<file path="src/pns_pkg.sv">
// Shared types, widths and codes for the pitch note segmenter.
`timescale 1ns / 1ps

package pns_pkg;

   // Field widths
   localparam int PITCH_W  = 16;
   localparam int FRAMES_W = 16;
   localparam int BIN_W    = 8;
   localparam int VEL_W    = 15;
   localparam int MINF_W   = 6;
   localparam int WLEN_W   = 6;
   localparam int COUNT_W  = 16;

   // Default sizes
   localparam int HIST_BINS_DEF  = 150;
   localparam int WINDOW_MAX_DEF = 33;

   // Register reset values
   localparam logic [VEL_W-1:0]  VEL_RESET  = 15'd26;
   localparam logic [MINF_W-1:0] MINF_RESET = 6'd25;
   localparam logic [WLEN_W-1:0] WLEN_RESET = 6'd11;

   // APB port
   localparam int APB_ADDR_W = 4;
   localparam int APB_DATA_W = 32;
   localparam int REG_IW     = 2;
   localparam logic [REG_IW-1:0] REG_VEL  = 2'd0;
   localparam logic [REG_IW-1:0] REG_MINF = 2'd1;
   localparam logic [REG_IW-1:0] REG_WLEN = 2'd2;

   // Histogram operations
   localparam logic [1:0] HOP_INC   = 2'd0;
   localparam logic [1:0] HOP_SCAN  = 2'd1;
   localparam logic [1:0] HOP_CLEAR = 2'd2;

   typedef struct packed {
      logic               start;
      logic [1:0]         op;
      logic [BIN_W-1:0]   bin;
   } hist_cmd_type;

   typedef struct packed {
      logic               done;
      logic [BIN_W-1:0]   best;
   } hist_sts_type;

   typedef struct packed {
      logic               done;
      logic [PITCH_W-1:0] median;
   } med_sts_type;

endpackage

</file>
<file path="src/pns_req_if.sv">
// Request channel carrying one pitch frame.
`timescale 1ns / 1ps

interface pns_req_if;
   import pns_pkg::*;

   logic               valid;
   logic               ready;
   logic [PITCH_W-1:0] pitch_in;

   modport source (output valid, output pitch_in, input ready);
   modport sink   (input valid, input pitch_in, output ready);
endinterface

</file>
<file path="src/pns_rsp_if.sv">
// Result channel carrying the smoothed pitch and note report.
`timescale 1ns / 1ps

interface pns_rsp_if;
   import pns_pkg::*;

   logic                valid;
   logic                ready;
   logic [PITCH_W-1:0]  smoothed_pitch;
   logic                recording;
   logic                note_done;
   logic [BIN_W-1:0]    note_pitch;
   logic [FRAMES_W-1:0] note_frames;

   modport source (output valid, output smoothed_pitch, output recording, output note_done,
                   output note_pitch, output note_frames, input ready);
   modport sink   (input valid, input smoothed_pitch, input recording, input note_done,
                   input note_pitch, input note_frames, output ready);
endinterface

</file>
<file path="src/pns_ram.sv">
// Generic simple dual-port RAM with registered read.
`timescale 1ns / 1ps

module pns_ram #(
   parameter int WIDTH = 16,
   parameter int DEPTH = 64
) (
   input  logic                             clock,
   input  logic                             we,
   input  logic [$clog2(DEPTH)-1:0]         waddr,
   input  logic [WIDTH-1:0]                 wdata,
   input  logic [$clog2(DEPTH)-1:0]         raddr,
   output logic [WIDTH-1:0]                 rdata
);
   logic [WIDTH-1:0] mem_ff [DEPTH];

   always_ff @(posedge clock) begin
      if (we) begin
         mem_ff[waddr] <= wdata;
      end
      rdata <= mem_ff[raddr];
   end
endmodule

</file>
<file path="src/pns_median.sv">
// Pitch history memory and bit-serial rank search for the running median.
`timescale 1ns / 1ps

module pns_median #(
   parameter int WINDOW_MAX = pns_pkg::WINDOW_MAX_DEF
) (
   input  logic                         clock,
   input  logic                         reset,
   input  logic                         start,
   input  logic [pns_pkg::PITCH_W-1:0]  pitch,
   input  logic [pns_pkg::WLEN_W-1:0]   win_len,
   output pns_pkg::med_sts_type         sts
);
   import pns_pkg::*;

   localparam int WIN_AW = $clog2(WINDOW_MAX);
   localparam int BIT_AW = $clog2(PITCH_W);
   localparam logic [WIN_AW-1:0] LAST_ADDR = WIN_AW'(WINDOW_MAX - 1);
   localparam logic [WLEN_W-1:0] LEN_MIN   = WLEN_W'(3);
   localparam logic [WLEN_W-1:0] LEN_MAX   = WLEN_W'(WINDOW_MAX);

   localparam logic [2:0] M_IDLE  = 3'd0;
   localparam logic [2:0] M_WRITE = 3'd1;
   localparam logic [2:0] M_PASS  = 3'd2;
   localparam logic [2:0] M_EVAL  = 3'd3;

   logic [2:0]            state_ff, state_in;
   logic [WIN_AW-1:0]     pos_ff, pos_in;
   logic [WINDOW_MAX-1:0] wvalid_ff, wvalid_in;
   logic                  rd_vld_ff, rd_vld_in;
   logic                  done_ff, done_in;

   logic [PITCH_W-1:0]    pitch_ff, pitch_in;
   logic [WIN_AW-1:0]     first_ff, first_in;
   logic [WIN_AW-1:0]     addr_ff, addr_in;
   logic [WLEN_W-1:0]     n_ff, n_in;
   logic [WLEN_W-1:0]     k_ff, k_in;
   logic [WLEN_W-1:0]     cnt_ff, cnt_in;
   logic [WLEN_W-1:0]     iss_ff, iss_in;
   logic [BIT_AW-1:0]     bit_ff, bit_in;
   logic [PITCH_W-1:0]    res_ff, res_in;
   logic                  rd_ok_ff, rd_ok_in;

   logic                  ram_we;
   logic [PITCH_W-1:0]    rdata;
   logic [PITCH_W-1:0]    entry;
   logic [PITCH_W-1:0]    hi_mask;
   logic                  match;
   logic [WLEN_W-1:0]     eff_len;

   pns_ram #(.WIDTH(PITCH_W), .DEPTH(WINDOW_MAX)) u_win_ram (
      .clock (clock),
      .we    (ram_we),
      .waddr (pos_ff),
      .wdata (pitch_ff),
      .raddr (addr_ff),
      .rdata (rdata)
   );

   // Clamp window length to the supported range
   always_comb begin
      if (win_len < LEN_MIN) begin
         eff_len = LEN_MIN;
      end else if (win_len > LEN_MAX) begin
         eff_len = LEN_MAX;
      end else begin
         eff_len = win_len;
      end
   end

   // Entry read back this cycle; slots never written read as zero
   assign entry   = rd_ok_ff ? rdata : '0;
   assign hi_mask = PITCH_W'({PITCH_W{1'b1}} << ({1'b0, bit_ff} + 5'd1));
   assign match   = (((entry ^ res_ff) & hi_mask) == '0) && !entry[bit_ff];

   // Sequencer: write frame, then one counting pass per result bit
   always_comb begin
      state_in  = state_ff;
      pos_in    = pos_ff;
      wvalid_in = wvalid_ff;
      rd_vld_in = 1'b0;
      done_in   = 1'b0;
      pitch_in  = pitch_ff;
      first_in  = first_ff;
      addr_in   = addr_ff;
      n_in      = n_ff;
      k_in      = k_ff;
      cnt_in    = cnt_ff;
      iss_in    = iss_ff;
      bit_in    = bit_ff;
      res_in    = res_ff;
      rd_ok_in  = rd_ok_ff;
      ram_we    = 1'b0;

      unique case (state_ff)
         M_IDLE: begin
            if (start) begin
               pitch_in = pitch;
               n_in     = eff_len;
               k_in     = eff_len >> 1;
               res_in   = '0;
               bit_in   = BIT_AW'(PITCH_W - 1);
               state_in = M_WRITE;
            end
         end
         M_WRITE: begin
            ram_we            = 1'b1;
            wvalid_in[pos_ff] = 1'b1;
            first_in          = pos_ff;
            addr_in           = pos_ff;
            pos_in            = (pos_ff == LAST_ADDR) ? '0 : pos_ff + 1'b1;
            iss_in            = '0;
            cnt_in            = '0;
            state_in          = M_PASS;
         end
         M_PASS: begin
            // issue one read a cycle, newest frame first
            if (iss_ff < n_ff) begin
               rd_vld_in = 1'b1;
               rd_ok_in  = wvalid_ff[addr_ff];
               addr_in   = (addr_ff == '0) ? LAST_ADDR : addr_ff - 1'b1;
               iss_in    = iss_ff + 1'b1;
            end
            if (rd_vld_ff && match) begin
               cnt_in = cnt_ff + 1'b1;
            end
            if (iss_ff == n_ff && !rd_vld_ff) begin
               state_in = M_EVAL;
            end
         end
         M_EVAL: begin
            // bit is one if fewer than k+1 entries lie below it
            if (k_ff >= cnt_ff) begin
               res_in[bit_ff] = 1'b1;
               k_in           = k_ff - cnt_ff;
            end
            if (bit_ff == '0) begin
               done_in  = 1'b1;
               state_in = M_IDLE;
            end else begin
               bit_in   = bit_ff - 1'b1;
               iss_in   = '0;
               cnt_in   = '0;
               addr_in  = first_ff;
               state_in = M_PASS;
            end
         end
         default: begin
            state_in = M_IDLE;
         end
      endcase
   end

   // Control state
   always_ff @(posedge clock) begin
      if (reset) begin
         state_ff  <= M_IDLE;
         pos_ff    <= '0;
         wvalid_ff <= '0;
         rd_vld_ff <= 1'b0;
         done_ff   <= 1'b0;
      end else begin
         state_ff  <= state_in;
         pos_ff    <= pos_in;
         wvalid_ff <= wvalid_in;
         rd_vld_ff <= rd_vld_in;
         done_ff   <= done_in;
      end
   end

   // Working registers
   always_ff @(posedge clock) begin
      pitch_ff <= pitch_in;
      first_ff <= first_in;
      addr_ff  <= addr_in;
      n_ff     <= n_in;
      k_ff     <= k_in;
      cnt_ff   <= cnt_in;
      iss_ff   <= iss_in;
      bit_ff   <= bit_in;
      res_ff   <= res_in;
      rd_ok_ff <= rd_ok_in;
   end

   assign sts.done   = done_ff;
   assign sts.median = res_ff;
endmodule

</file>
<file path="src/pns_hist.sv">
// Pitch histogram memory: saturating increment, peak scan and clear.
`timescale 1ns / 1ps

module pns_hist #(
   parameter int HIST_BINS = pns_pkg::HIST_BINS_DEF
) (
   input  logic                   clock,
   input  logic                   reset,
   input  pns_pkg::hist_cmd_type  cmd,
   output pns_pkg::hist_sts_type  sts
);
   import pns_pkg::*;

   localparam int HIST_AW = $clog2(HIST_BINS);
   localparam int HIST_CW = $clog2(HIST_BINS + 1);
   localparam logic [HIST_CW-1:0] BINS_END  = HIST_CW'(HIST_BINS);
   localparam logic [COUNT_W-1:0] COUNT_TOP = {COUNT_W{1'b1}};

   localparam logic [1:0] H_IDLE   = 2'd0;
   localparam logic [1:0] H_INC_RD = 2'd1;
   localparam logic [1:0] H_INC_WR = 2'd2;
   localparam logic [1:0] H_SCAN   = 2'd3;

   logic [1:0]           state_ff, state_in;
   logic [HIST_BINS-1:0] hvalid_ff, hvalid_in;
   logic                 rd_vld_ff, rd_vld_in;
   logic                 done_ff, done_in;

   logic [HIST_AW-1:0]   addr_ff, addr_in;
   logic [HIST_CW-1:0]   iss_ff, iss_in;
   logic [HIST_AW-1:0]   rd_bin_ff, rd_bin_in;
   logic                 rd_ok_ff, rd_ok_in;
   logic [HIST_AW-1:0]   best_ff, best_in;
   logic [COUNT_W-1:0]   top_ff, top_in;

   logic                 ram_we;
   logic [HIST_AW-1:0]   raddr;
   logic [COUNT_W-1:0]   rdata;
   logic [COUNT_W-1:0]   count;
   logic [COUNT_W-1:0]   count_inc;

   pns_ram #(.WIDTH(COUNT_W), .DEPTH(HIST_BINS)) u_hist_ram (
      .clock (clock),
      .we    (ram_we),
      .waddr (addr_ff),
      .wdata (count_inc),
      .raddr (raddr),
      .rdata (rdata)
   );

   assign raddr     = (state_ff == H_SCAN) ? iss_ff[HIST_AW-1:0] : addr_ff;
   assign count     = rd_ok_ff ? rdata : '0;
   assign count_inc = (count == COUNT_TOP) ? count : count + 1'b1;

   always_comb begin
      state_in  = state_ff;
      hvalid_in = hvalid_ff;
      rd_vld_in = 1'b0;
      done_in   = 1'b0;
      addr_in   = addr_ff;
      iss_in    = iss_ff;
      rd_bin_in = rd_bin_ff;
      rd_ok_in  = rd_ok_ff;
      best_in   = best_ff;
      top_in    = top_ff;
      ram_we    = 1'b0;

      unique case (state_ff)
         H_IDLE: begin
            if (cmd.start) begin
               case (cmd.op)
                  HOP_INC: begin
                     addr_in  = cmd.bin[HIST_AW-1:0];
                     state_in = H_INC_RD;
                  end
                  HOP_SCAN: begin
                     iss_in   = HIST_CW'(1);
                     best_in  = '0;
                     top_in   = '0;
                     state_in = H_SCAN;
                  end
                  default: begin
                     hvalid_in = '0;
                     done_in   = 1'b1;
                  end
               endcase
            end
         end
         H_INC_RD: begin
            rd_ok_in = hvalid_ff[addr_ff];
            state_in = H_INC_WR;
         end
         H_INC_WR: begin
            ram_we             = 1'b1;
            hvalid_in[addr_ff] = 1'b1;
            done_in            = 1'b1;
            state_in           = H_IDLE;
         end
         H_SCAN: begin
            // one bin a cycle; strict compare keeps the lowest bin on ties
            if (iss_ff < BINS_END) begin
               rd_vld_in = 1'b1;
               rd_ok_in  = hvalid_ff[iss_ff[HIST_AW-1:0]];
               rd_bin_in = iss_ff[HIST_AW-1:0];
               iss_in    = iss_ff + 1'b1;
            end
            if (rd_vld_ff && count > top_ff) begin
               top_in  = count;
               best_in = rd_bin_ff;
            end
            if (iss_ff == BINS_END && !rd_vld_ff) begin
               hvalid_in = '0;
               done_in   = 1'b1;
               state_in  = H_IDLE;
            end
         end
         default: begin
            state_in = H_IDLE;
         end
      endcase
   end

   // Control state
   always_ff @(posedge clock) begin
      if (reset) begin
         state_ff  <= H_IDLE;
         hvalid_ff <= '0;
         rd_vld_ff <= 1'b0;
         done_ff   <= 1'b0;
      end else begin
         state_ff  <= state_in;
         hvalid_ff <= hvalid_in;
         rd_vld_ff <= rd_vld_in;
         done_ff   <= done_in;
      end
   end

   // Working registers
   always_ff @(posedge clock) begin
      addr_ff   <= addr_in;
      iss_ff    <= iss_in;
      rd_bin_ff <= rd_bin_in;
      rd_ok_ff  <= rd_ok_in;
      best_ff   <= best_in;
      top_ff    <= top_in;
   end

   assign sts.done = done_ff;
   assign sts.best = BIN_W'(best_ff);
endmodule

</file>
<file path="src/pitch_note_segmenter.sv">
// Top level of the pitch note segmenter: registers, frame sequencer, result stage.
`timescale 1ns / 1ps

// Takes one pitch frame (unsigned 8.8) per request and returns one result: the
// median of the last window_len frames, whether the frame continues a note, and,
// when a note ends, its length and most common integer pitch. Frames are handled
// one at a time; the window length is clamped to 3..WINDOW_MAX. The median is
// found one result bit per pass over the history memory, which has a single read
// port. A frame that counts a bin in range then does a read-modify-write of the
// histogram. A frame that ends a run too short to report then clears the
// histogram, and one that closes a note long enough to report scans it. A new
// request is taken while the previous result still waits in the output register;
// a frame that finishes while that register is still full waits until the
// receiver takes the older result. No clearing pass follows reset; both
// memories carry valid bits. Registers sit on the APB port at 0x0
// (vel_threshold), 0x4 (min_frames) and 0x8 (window_len); the user must see
// that they are written only while the block is idle, as the block itself
// does not enforce it.
module pitch_note_segmenter #(
   parameter int HIST_BINS  = pns_pkg::HIST_BINS_DEF,
   parameter int WINDOW_MAX = pns_pkg::WINDOW_MAX_DEF
) (
   input  logic                            clock,
   input  logic                            reset,
   pns_req_if.sink                         req_chan,
   pns_rsp_if.source                       rsp_chan,
   input  logic                            psel,
   input  logic                            penable,
   input  logic                            pwrite,
   input  logic [pns_pkg::APB_ADDR_W-1:0]  paddr,
   input  logic [pns_pkg::APB_DATA_W-1:0]  pwdata,
   output logic [pns_pkg::APB_DATA_W-1:0]  prdata,
   output logic                            pready
);
   import pns_pkg::*;

   localparam logic [BIN_W:0]      BINS_LIM   = (BIN_W + 1)'(HIST_BINS);
   localparam logic [FRAMES_W-1:0] FRAMES_TOP = {FRAMES_W{1'b1}};

   localparam logic [1:0] T_IDLE = 2'd0;
   localparam logic [1:0] T_MED  = 2'd1;
   localparam logic [1:0] T_HIST = 2'd2;
   localparam logic [1:0] T_OUT  = 2'd3;

   // Configuration registers
   logic [VEL_W-1:0]    vel_ff;
   logic [MINF_W-1:0]   minf_ff;
   logic [WLEN_W-1:0]   wlen_ff;
   logic                cfg_we;
   logic [REG_IW-1:0]   reg_idx;

   // Sequencer
   logic [1:0]          state_ff, state_in;
   logic [PITCH_W-1:0]  prev_ff, prev_in;
   logic [FRAMES_W-1:0] run_ff, run_in;
   hist_cmd_type        hcmd_ff, hcmd_in;

   // Result being built
   logic [PITCH_W-1:0]  med_ff, med_in;
   logic                rec_ff, rec_in;
   logic                ndone_ff, ndone_in;
   logic [BIN_W-1:0]    npitch_ff, npitch_in;
   logic [FRAMES_W-1:0] nframes_ff, nframes_in;

   // Output register
   logic                rsp_valid_ff, rsp_valid_in;
   logic [PITCH_W-1:0]  rsp_med_ff;
   logic                rsp_rec_ff;
   logic                rsp_done_ff;
   logic [BIN_W-1:0]    rsp_pitch_ff;
   logic [FRAMES_W-1:0] rsp_frames_ff;
   logic                rsp_load;

   logic                req_take;
   med_sts_type         med_sts;
   hist_sts_type        hist_sts;
   logic [PITCH_W-1:0]  vel;
   logic [BIN_W-1:0]    ipart;

   pns_median #(.WINDOW_MAX(WINDOW_MAX)) u_median (
      .clock   (clock),
      .reset   (reset),
      .start   (req_take),
      .pitch   (req_chan.pitch_in),
      .win_len (wlen_ff),
      .sts     (med_sts)
   );

   pns_hist #(.HIST_BINS(HIST_BINS)) u_hist (
      .clock (clock),
      .reset (reset),
      .cmd   (hcmd_ff),
      .sts   (hist_sts)
   );

   // APB register port
   assign pready  = 1'b1;
   assign reg_idx = paddr[REG_IW+1:2];
   assign cfg_we  = psel && penable && pwrite;

   always_comb begin
      unique case (reg_idx)
         REG_VEL:  prdata = APB_DATA_W'(vel_ff);
         REG_MINF: prdata = APB_DATA_W'(minf_ff);
         REG_WLEN: prdata = APB_DATA_W'(wlen_ff);
         default:  prdata = '0;
      endcase
   end

   always_ff @(posedge clock) begin
      if (reset) begin
         vel_ff  <= VEL_RESET;
         minf_ff <= MINF_RESET;
         wlen_ff <= WLEN_RESET;
      end else if (cfg_we) begin
         case (reg_idx)
            REG_VEL:  vel_ff  <= pwdata[VEL_W-1:0];
            REG_MINF: minf_ff <= pwdata[MINF_W-1:0];
            REG_WLEN: wlen_ff <= pwdata[WLEN_W-1:0];
            default: ;
         endcase
      end
   end

   // Request handshake
   assign req_chan.ready = (state_ff == T_IDLE);
   assign req_take       = req_chan.valid && (state_ff == T_IDLE);

   // Velocity of the new median
   assign vel   = (med_sts.median >= prev_ff) ? med_sts.median - prev_ff
                                              : prev_ff - med_sts.median;
   assign ipart = med_sts.median[PITCH_W-1:PITCH_W-BIN_W];

   assign rsp_load = (state_ff == T_OUT) && (!rsp_valid_ff || rsp_chan.ready);

   // Frame sequencer
   always_comb begin
      state_in   = state_ff;
      prev_in    = prev_ff;
      run_in     = run_ff;
      hcmd_in    = '0;
      med_in     = med_ff;
      rec_in     = rec_ff;
      ndone_in   = ndone_ff;
      npitch_in  = npitch_ff;
      nframes_in = nframes_ff;

      unique case (state_ff)
         T_IDLE: begin
            if (req_take) begin
               state_in = T_MED;
            end
         end
         T_MED: begin
            if (med_sts.done) begin
               med_in     = med_sts.median;
               prev_in    = med_sts.median;
               ndone_in   = 1'b0;
               npitch_in  = '0;
               nframes_in = '0;
               hcmd_in.bin = ipart;
               if (vel < {1'b0, vel_ff}) begin
                  // frame continues the run
                  rec_in = 1'b1;
                  run_in = (run_ff == FRAMES_TOP) ? run_ff : run_ff + 1'b1;
                  if (ipart != '0 && {1'b0, ipart} < BINS_LIM) begin
                     hcmd_in.start = 1'b1;
                     hcmd_in.op    = HOP_INC;
                     state_in      = T_HIST;
                  end else begin
                     state_in = T_OUT;
                  end
               end else begin
                  // run ends; report it if long enough, then clear
                  rec_in        = 1'b0;
                  run_in        = '0;
                  hcmd_in.start = 1'b1;
                  state_in      = T_HIST;
                  if (run_ff > FRAMES_W'(minf_ff)) begin
                     ndone_in   = 1'b1;
                     nframes_in = run_ff;
                     hcmd_in.op = HOP_SCAN;
                  end else begin
                     hcmd_in.op = HOP_CLEAR;
                  end
               end
            end
         end
         T_HIST: begin
            if (hist_sts.done) begin
               npitch_in = ndone_ff ? hist_sts.best : '0;
               state_in  = T_OUT;
            end
         end
         T_OUT: begin
            if (rsp_load) begin
               state_in = T_IDLE;
            end
         end
         default: begin
            state_in = T_IDLE;
         end
      endcase
   end

   // Output register valid
   always_comb begin
      rsp_valid_in = rsp_valid_ff;
      if (rsp_load) begin
         rsp_valid_in = 1'b1;
      end else if (rsp_chan.ready) begin
         rsp_valid_in = 1'b0;
      end
   end

   // Control state
   always_ff @(posedge clock) begin
      if (reset) begin
         state_ff     <= T_IDLE;
         prev_ff      <= '0;
         run_ff       <= '0;
         hcmd_ff      <= '0;
         rsp_valid_ff <= 1'b0;
      end else begin
         state_ff     <= state_in;
         prev_ff      <= prev_in;
         run_ff       <= run_in;
         hcmd_ff      <= hcmd_in;
         rsp_valid_ff <= rsp_valid_in;
      end
   end

   // Result payload
   always_ff @(posedge clock) begin
      med_ff     <= med_in;
      rec_ff     <= rec_in;
      ndone_ff   <= ndone_in;
      npitch_ff  <= npitch_in;
      nframes_ff <= nframes_in;
      if (rsp_load) begin
         rsp_med_ff    <= med_ff;
         rsp_rec_ff    <= rec_ff;
         rsp_done_ff   <= ndone_ff;
         rsp_pitch_ff  <= npitch_ff;
         rsp_frames_ff <= nframes_ff;
      end
   end

   assign rsp_chan.valid          = rsp_valid_ff;
   assign rsp_chan.smoothed_pitch = rsp_med_ff;
   assign rsp_chan.recording      = rsp_rec_ff;
   assign rsp_chan.note_done      = rsp_done_ff;
   assign rsp_chan.note_pitch     = rsp_pitch_ff;
   assign rsp_chan.note_frames    = rsp_frames_ff;
endmodule
</file>
<file path="src/flat_wrapper.sv">
// flat-port wrapper written by rule: the top's interface ports become plain ports
module pitch_note_segmenter_flat import pns_pkg::*;
#(
   parameter int HIST_BINS  = pns_pkg::HIST_BINS_DEF,
   parameter int WINDOW_MAX = pns_pkg::WINDOW_MAX_DEF
)
  (clock, reset, psel, penable, pwrite, paddr, pwdata, prdata, pready, req_chan_valid, req_chan_pitch_in, req_chan_ready, rsp_chan_valid, rsp_chan_smoothed_pitch, rsp_chan_recording, rsp_chan_note_done, rsp_chan_note_pitch, rsp_chan_note_frames, rsp_chan_ready);
  pns_req_if req_chan_i ();
  pns_rsp_if rsp_chan_i ();
  input  logic clock;
  input  logic reset;
  input  logic psel;
  input  logic penable;
  input  logic pwrite;
  input  logic [pns_pkg::APB_ADDR_W-1:0] paddr;
  input  logic [pns_pkg::APB_DATA_W-1:0] pwdata;
  output logic [pns_pkg::APB_DATA_W-1:0] prdata;
  output logic pready;
  input wire logic [$bits(req_chan_i.valid)-1:0] req_chan_valid;
  input wire logic [$bits(req_chan_i.pitch_in)-1:0] req_chan_pitch_in;
  output wire logic [$bits(req_chan_i.ready)-1:0] req_chan_ready;
  output wire logic [$bits(rsp_chan_i.valid)-1:0] rsp_chan_valid;
  output wire logic [$bits(rsp_chan_i.smoothed_pitch)-1:0] rsp_chan_smoothed_pitch;
  output wire logic [$bits(rsp_chan_i.recording)-1:0] rsp_chan_recording;
  output wire logic [$bits(rsp_chan_i.note_done)-1:0] rsp_chan_note_done;
  output wire logic [$bits(rsp_chan_i.note_pitch)-1:0] rsp_chan_note_pitch;
  output wire logic [$bits(rsp_chan_i.note_frames)-1:0] rsp_chan_note_frames;
  input wire logic [$bits(rsp_chan_i.ready)-1:0] rsp_chan_ready;
  assign req_chan_i.valid = req_chan_valid;
  assign req_chan_i.pitch_in = req_chan_pitch_in;
  assign req_chan_ready = req_chan_i.ready;
  assign rsp_chan_valid = rsp_chan_i.valid;
  assign rsp_chan_smoothed_pitch = rsp_chan_i.smoothed_pitch;
  assign rsp_chan_recording = rsp_chan_i.recording;
  assign rsp_chan_note_done = rsp_chan_i.note_done;
  assign rsp_chan_note_pitch = rsp_chan_i.note_pitch;
  assign rsp_chan_note_frames = rsp_chan_i.note_frames;
  assign rsp_chan_i.ready = rsp_chan_ready;
  pitch_note_segmenter #(.HIST_BINS(HIST_BINS), .WINDOW_MAX(WINDOW_MAX)) u_core (.clock(clock), .reset(reset), .req_chan(req_chan_i), .rsp_chan(rsp_chan_i), .psel(psel), .penable(penable), .pwrite(pwrite), .paddr(paddr), .pwdata(pwdata), .prdata(prdata), .pready(pready));
endmodule
</file>
<file path="config.mk">
export PLATFORM = sky130hd
export DESIGN_NAME = pitch_note_segmenter_flat
export DESIGN_NICKNAME = d
export VERILOG_FILES = /design/src/pns_pkg.sv /design/src/pns_req_if.sv /design/src/pns_rsp_if.sv /design/src/pns_ram.sv /design/src/pns_median.sv /design/src/pns_hist.sv /design/src/pitch_note_segmenter.sv /design/src/flat_wrapper.sv
export SDC_FILE = /design/constraint.sdc
export NUM_CORES = 2
export LEC_CHECK = 0
export BUFFER_PORTS_ARGS = -buffer_cell sky130_fd_sc_hd__buf_2
export CAP_MARGIN = 0
export CORE_MARGIN = 5
export CORE_UTILIZATION = 30
export DETAILED_ROUTE_END_ITERATION = 16
export HOLD_SLACK_MARGIN = 0.03
export PLACE_DENSITY = 0.56
export SLEW_MARGIN = 30
export SYNTH_ARGS = -nofsm -noshare
export SYNTH_HDL_FRONTEND = slang
export SYNTH_HIERARCHICAL = 1
export SYNTH_SLANG_ARGS = --single-unit
</file>
<file path="constraint.sdc">
create_clock -name clock -period 12.15 [get_ports clock]
set_input_delay 2.43 -clock clock [delete_from_list [all_inputs] [get_ports clock]]
set_output_delay 2.43 -clock clock [all_outputs]
set_load 0.05 [all_outputs]
</file>
[Word level (Yosys, flattened, before mapping)]
Memories as Yosys holds them, arrays and structs flattened. A register that Yosys moved wholly into a read port is not among the register bits.
Index checks and enable logic that the tools add are counted.
Storage, ports and cells
  register bits: 477
  logic and storage cells: 287
  input port bits: 59
  output and inout bits: 77
  RAM bits: 2928
  memories kept: 2
Memories
  u_core.u_hist.u_hist_ram.mem_ff: words 150, width 16, rd ports 1, clocked after Yosys merged registers in 1, wr ports 1, RTL line pns_ram.sv:15  | logic [WIDTH-1:0] mem_ff [DEPTH];
  u_core.u_median.u_win_ram.mem_ff: words 33, width 16, rd ports 1, clocked after Yosys merged registers in 1, wr ports 1, RTL line pns_ram.sv:15
Cells by class
  bitwise operators: 11
  reduce and logical (&&, ||, !) cells: 62
  mux-type cells: 100
  $add $sub $neg: 12
  equality and inequality tests: 35
  shift operators: 1
  magnitude comparators: 18
Operator list (number)
  150-bit 2-to-1 mux: 3
  150-bit one-hot mux with 3 select lines: 1
  16-bit 2-to-1 mux: 11
  150-bit bitwise OR: 1
  8-bit 2-to-1 mux: 10
  6-bit 2-to-1 mux: 11
  16-bit one-hot mux with 2 select lines: 2
  6-bit one-hot mux with 3 select lines: 3
  8-bit one-hot mux with 2 select lines: 3
  15-bit one-hot mux with 3 select lines: 1
  33-bit bitwise OR: 1
  16-bit by 1-bit adder with 16-bit output (second input constant): 2
  16-bit == test (second input constant): 2
  16-bit subtractor: 2
  1-bit 2-to-1 mux: 26
  3-bit AND reduction: 8
  6-bit by 1-bit adder with 6-bit output (second input constant): 3
  8-bit by 9-bit less-than comparator with 1-bit output (second input constant): 2
  2-bit != test (second input constant): 9
  2-bit AND reduction: 9
  16-bit bitwise AND: 1
  1-bit binary-select mux with 8-bit select: 2
  16-bit >= comparator: 1
  16-bit greater-than comparator: 1
  59 further kinds: 124

[Depth between registers and ports, before layout]
  depth after elaboration: 8
  depth in mapped cells: 24
  gate-level depth less buffers: 23

[Hierarchy]
The synthesis kept the hierarchy.
Modules (own cells, without submodules)
  pns_ram at u_core.u_hist.u_hist_ram: cells an instance 4424, instances 1, area an instance 93510.9 µm², sequential area each 72389.4 µm²
  pns_ram at u_core.u_median.u_win_ram: cells an instance 1132, instances 1, area an instance 21071.5 µm², sequential area each 16175.5 µm²
  pns_hist: cells an instance 1073, instances 1, area an instance 10339.9 µm², sequential area each 4554.4 µm²
  pitch_note_segmenter: cells an instance 791, instances 1, area an instance 7993.9 µm², sequential area each 3983.8 µm²
  pns_median: cells an instance 568, instances 1, area an instance 5888.1 µm², sequential area each 3052.9 µm²

[Worst setup path before layout]
Ideal clock, no wire load.
  kind: register to register
  start point: reg u_core.u_hist.rd_ok_ff
  end point: mem u_core.u_hist.u_hist_ram.mem_ff[0][15] (data pin)
  cell stages (with the launch flop): 9
  path buffers: 1
  clock period less this slack: 8978 ps
  required time: 10782 ps
  library setup time: 1368 ps
  arrival time: 7610 ps
  setup slack: 3172 ps
  cells stage by stage: edfxtp_1 buf_2 nand4_1 nor3_1 and3b_1 and2_1 and4_1 nand3_1 o21ai_0
Between the ends
  longest elaborated chain between the ends: 3
  elaborated cells between the ends (all ways): 4
  classes of those cells: 1 x add/sub; 1 x eq/ne; 2 x mux
Ends and longest elaborated chain
  from (decl): RTL line pns_hist.sv:32  | logic rd_ok_ff, rd_ok_in;
  from (signal assigned): RTL line pns_hist.sv:143  | rd_ok_ff <= rd_ok_in;
  16-bit 2-to-1 mux (*): RTL line pns_hist.sv:52  | assign count = rd_ok_ff ? rdata : '0;
  16-bit by 1-bit adder with 16-bit output / 16-bit == test (equally long branches): RTL line pns_hist.sv:53  | assign count_inc = (count == COUNT_TOP) ? count : count + 1'b1;
  16-bit 2-to-1 mux (*): RTL line pns_hist.sv:53
  net u_core.u_hist.count_inc[15]: RTL line pns_hist.sv:40  | logic [COUNT_W-1:0] count_inc;
  to (decl): RTL line pns_ram.sv:15
The timed path passes the listed nets; every way through them passes the cells marked *.

[Worst setup path after layout]
  start point: reg u_core.u_median.res_ff[0]
  end point: reg u_core.state_ff[0]
Between the ends
  longest elaborated chain between the ends: 6
  elaborated cells between the ends (all ways): 8
  classes of those cells: 2 x add/sub; 2 x order compare; 4 x mux
Ends and longest elaborated chain
  from (decl): RTL line pns_median.sv:41  | logic [PITCH_W-1:0] res_ff, res_in;
  from (signal assigned): RTL line pns_median.sv:181  | res_ff <= res_in;
  16-bit subtractor (tied with other cells): RTL line pitch_note_segmenter.sv:131  | : prev_ff - med_sts.median;
  16-bit 2-to-1 mux (*): RTL line pitch_note_segmenter.sv:130  | assign vel = (med_sts.median >= prev_ff) ? med_sts.median - prev_ff
  16-bit by 15-bit less-than comparator with 1-bit output (*): RTL line pitch_note_segmenter.sv:162  | if (vel < {1'b0, vel_ff}) begin
  1-bit 2-to-1 mux (*): RTL line pitch_note_segmenter.sv:162
  2-bit 2-to-1 mux (*): RTL line pitch_note_segmenter.sv:155  | if (med_sts.done) begin
  2-bit one-hot mux with 4 select lines (*): RTL line pitch_note_segmenter.sv:148  | unique case (state_ff)
  to (signal assigned): RTL line pitch_note_segmenter.sv:225  | state_ff <= state_in;
  to (decl): RTL line pitch_note_segmenter.sv:53  | logic [1:0] state_ff, state_in;
Mark *: on every way between the ends. The rest lies on a longest branch, timed or not. The select of a mux whose other input is x is not followed.
A chain may end at the register's enable or synchronous reset.

==> out/results.ini <==
[sta]
setup_viol = 0
slew_headroom_pct = 24.71
holdWs_ns = 0.4017
fin_crit_ns = 6.363
tightest_slew_ns = 1.127
maxSlewViolCount = 0
fin_crit_sh_pct = 52.37
rsz0062_at_grt = no
hold_viol_final = 0
fmax_ghz = 0.1572
clock_skew_ns = 0.09559
tns_ns = 0

[floorplan]
die_h_microns = 690.2
die_w_microns = 690.2
coreArea_sq_um = 460500
dieArea_sq_um = 476400
io_pins = 136
rows = 249
initial_core_util_pct = 30.14

[yosys]
yosys-top-cells-area = edfxtp_1, mux4_2, mux2i_1, dfxtp_1, a21oi_1
synth_seq_area_share_pct = 72.16
synth.top_cell.area_share_pct = 67.80
synth-edff-count = 3134
synth.distinct_cells = 91
synth.avg_cell_area_sq_um = 17.38
synth_warnings = 6
synthesis.area_sq_um = 138800
yosysTopAreaCell = edfxtp_1
synth_cells = 7988
synth_ff_type = edfxtp_1
synth-async-reset-ratio_pct = 0
synth_seq_cells = 3436

[drt]
vias = 75730
final_antenna_net_count = 0
drc_errors = 0
vias_per_cell = 5.121
wl_per_cell_microns = 25.06
wl_mm = 370.6
firstDrtPassIters = 5
first_iter_violations = 7584

[pwr]
peakVddDrop_uv = 122.5
power_frac_clock_pct = 42.1
pwr-share-comb_pct = 6.4
power_uw = 25490
leakage_uw = 0.05206
powerDensity_nw_per_um2 = 160.3
power_switching_uw = 5764
swShare_pct = 22.61
power_frac_seq_pct = 51.6
p_int_uw = 19730

[cts]
cts_tree = built
ctsHoldBuffers = 0
clock_sinks = 3436
clock_latency_ns = 0.95
cts_max_level = 5
clk_pin_slew_ns = 0.06
clk_path_buf_depth = 4
cts_resized = 0
cts_inserted_buffers = 355
post-cts-setup-buffers = 0
cts_root_buf = clkbuf_16

[final_layout]
fin_cells = 14790
drive_above_1_share_pct = 19.15
multi_input_area_sq_um = 35890
nFillCells = 43510
nNetsFinal = 8499
regArea_sq_um = 100200
area_delta_synth_final_pct = 14.60

[global_routing]
antenna_found_initial = 6
grt_overflow = 0
grt_use_total_pct = 14.95
grt_pass1_vias = 75370
grt_pass1_wl_mm = 533.9
grt_max_degree = 151

[placed_design]
numPortBuffers = 98
dp_hpwl_mm = 223.7
place_inst = 14130
place.gp.congestion = 0.8513

[critical_path]
end_kind = flop
path_cells = inv_1 > ha_1 > inv_1 > fa_1 > a211o_1 > o2111ai_2 > nand4b_1 > a31oi_4 > o211ai_1 > a31oi_1 > o22a_1 > a31oi_1 > xnor2_1 > ha_1 > a21o_1 > a221o_1 > a21o_1 > a21oi_1 > nand3_1 > mux2i_4 > o221a_2 > a2111oi_0 > nor3_2
critPathCapture = u_core/state_ff[0]
r2r_cells = 23
slowest_delay_ns = 0.77
worst_setup_path_start_kind = flop
crit_type = reg2reg
arrival_ns = 7.21
r2r_start = u_core/u_median/res_ff[0]
crit_path_start = u_core/u_median/res_ff[0]
timing.rr.end = u_core/state_ff[0]
crit_required_ns = 13.00
r2r_setup_slack_ns = 5.79
critPathMaxFanout = 26
slowest_stage = a31oi_4

[job]
cap_viol_max_count = 0

[min_path]
hold_path_depth = 0
hold_class = reg2reg

[status]
run_status = completed

cells in the mapped netlist (46+ instances only):
cell      instances
edfxtp_1       3134
mux2i_1         661
nor2_1          556
mux4_2          523
a21oi_1         438
nand2_1         332
dfxtp_1         302
a22oi_1         217
clkbuf_1        192
inv_1           132
o21ai_0         102
buf_2           101
ha_1             95
nand3_1          87
nor3_1           84
nor2b_1          81
buf_4            76
buf_6            52
a221oi_1         49
and2_1           47
o22ai_1          47
xnor2_1          46
routing by layer:
layer | global-route usage [%] | vias to the layer above | routed length [microns]
li1 | - | 32500 | -
met2 | 24.28 | 2819 | 175100
met5 | 0 | - | 0
met3 | 2.245 | 635 | 25310
met4 | 5.246 | 0 | 13830
met1 | 20.45 | 39780 | 156400
cells in the final DEF, fill, tap and decap left out, drive strengths merged, types with 15 or more instances in the layout:
cell type | netlist | final
buf | 280 | 454
nand2b | 39 | 39
nand4 | 31 | 31
and2 | 48 | 48
and3 | 37 | 37
mux2 | 25 | 25
conb | 2 | 18
edfxtp | 3134 | 3134
a21o | 15 | 15
a22oi | 217 | 217
o22ai | 47 | 47
nor2b | 81 | 81
nor2 | 556 | 556
clkinv | 0 | 155
o41ai | 19 | 19
bufinv | 0 | 30
clkbuf | 193 | 444
a221oi | 50 | 50
nand3 | 87 | 87
a31oi | 39 | 39
o211ai | 15 | 15
a22o | 37 | 37
nor3 | 87 | 87
inv | 132 | 145
xor2 | 23 | 23
nand2 | 333 | 333
nor4 | 21 | 21
xnor2 | 46 | 46
a21oi | 439 | 439
mux4 | 549 | 549
o21ai | 105 | 105
o221ai | 39 | 39
ha | 95 | 95
dfxtp | 302 | 302
a211oi | 28 | 28
mux2i | 664 | 664
flip-flops by register name (all words and copies together), names as in the netlist, 33 cells and up:
register / flops
u_core/u_median/wvalid_ff: 33
u_core/u_median/u_win_ram/mem_ff: 528
u_core/u_hist/u_hist_ram/mem_ff: 2400
u_core/u_hist/hvalid_ff: 150
kinds of logic after synthesis:
family	after synthesis	synth area share [%]
AOI/OAI and AO/OA	1153	5.490
xor gates and xnor gates	69	0.4354
adders and majority gates	98	0.8996
buffers and inverters	605	2.432
DFF	3436	72.16
muxes	1238	14.00
other	2	0.005410
and+or+nand+nor	1387	4.583
cell type report:
class	count	share of cell area, %
antenna	6	0.009439
clock buffer	444	5.899
multi-input combinational	3963	22.56
timing repair buffer	454	2.118
tap	6149	4.837
clock inverter	206	1.296
inverter	132	0.3131
sequential	3436	62.97
stage by stage:
stage	util, %	setup slack [ns]	cell area (sq um)
CTS	34.52	5.810	159000
floorplan	-	3.172	138900
global route	34.54	5.430	159100
finish	34.54	5.787	159100
detailed placement	32.04	5.852	147500
global placement	31.97	5.743	147200
worst min-delay path by stage:
stage,startpoint,endpoint,slack [ns]
3_3_place_gp,u_core/hcmd_ff[7],u_core/u_hist/addr_ff[7],0.40
3_5_place_dp,u_core/hcmd_ff[1],u_core/u_hist/addr_ff[1],0.39
2_1_floorplan,u_core/hcmd_ff[0],u_core/u_hist/addr_ff[0],0.39
5_1_grt,u_core/med_ff[8],u_core/rsp_chan.smoothed_pitch[8],0.41
4_1_cts,u_core/hcmd_ff[1],u_core/u_hist/addr_ff[1],0.40
6_report,u_core/hcmd_ff[1],u_core/u_hist/addr_ff[1],0.40
critical path: cells and delay by family (launching register included):
kind | cells | cell delay [ns]
AOI/OAI and AO/OA | 13 | 3.45
adders and majority gates | 3 | 0.86
and+or+nand+nor | 3 | 0.55
muxes | 1 | 0.54
DFF | 1 | 0.50
xor gates and xnor gates | 1 | 0.22
buffers and inverters | 2 | 0.15
power by group through the flow:
stage / logic, uW / clock network (uW) / registers [uW]
after global routing: 1750 / 11400 / 13200
after floorplan: 1130 / 0 / 13400
after CTS: 1620 / 10900 / 13200
after global placement: 1550 / 0 / 13400
after detailed placement: 1610 / 0 / 13400
final: 1630 / 10700 / 13100
(Power assumes the default switching activity.)
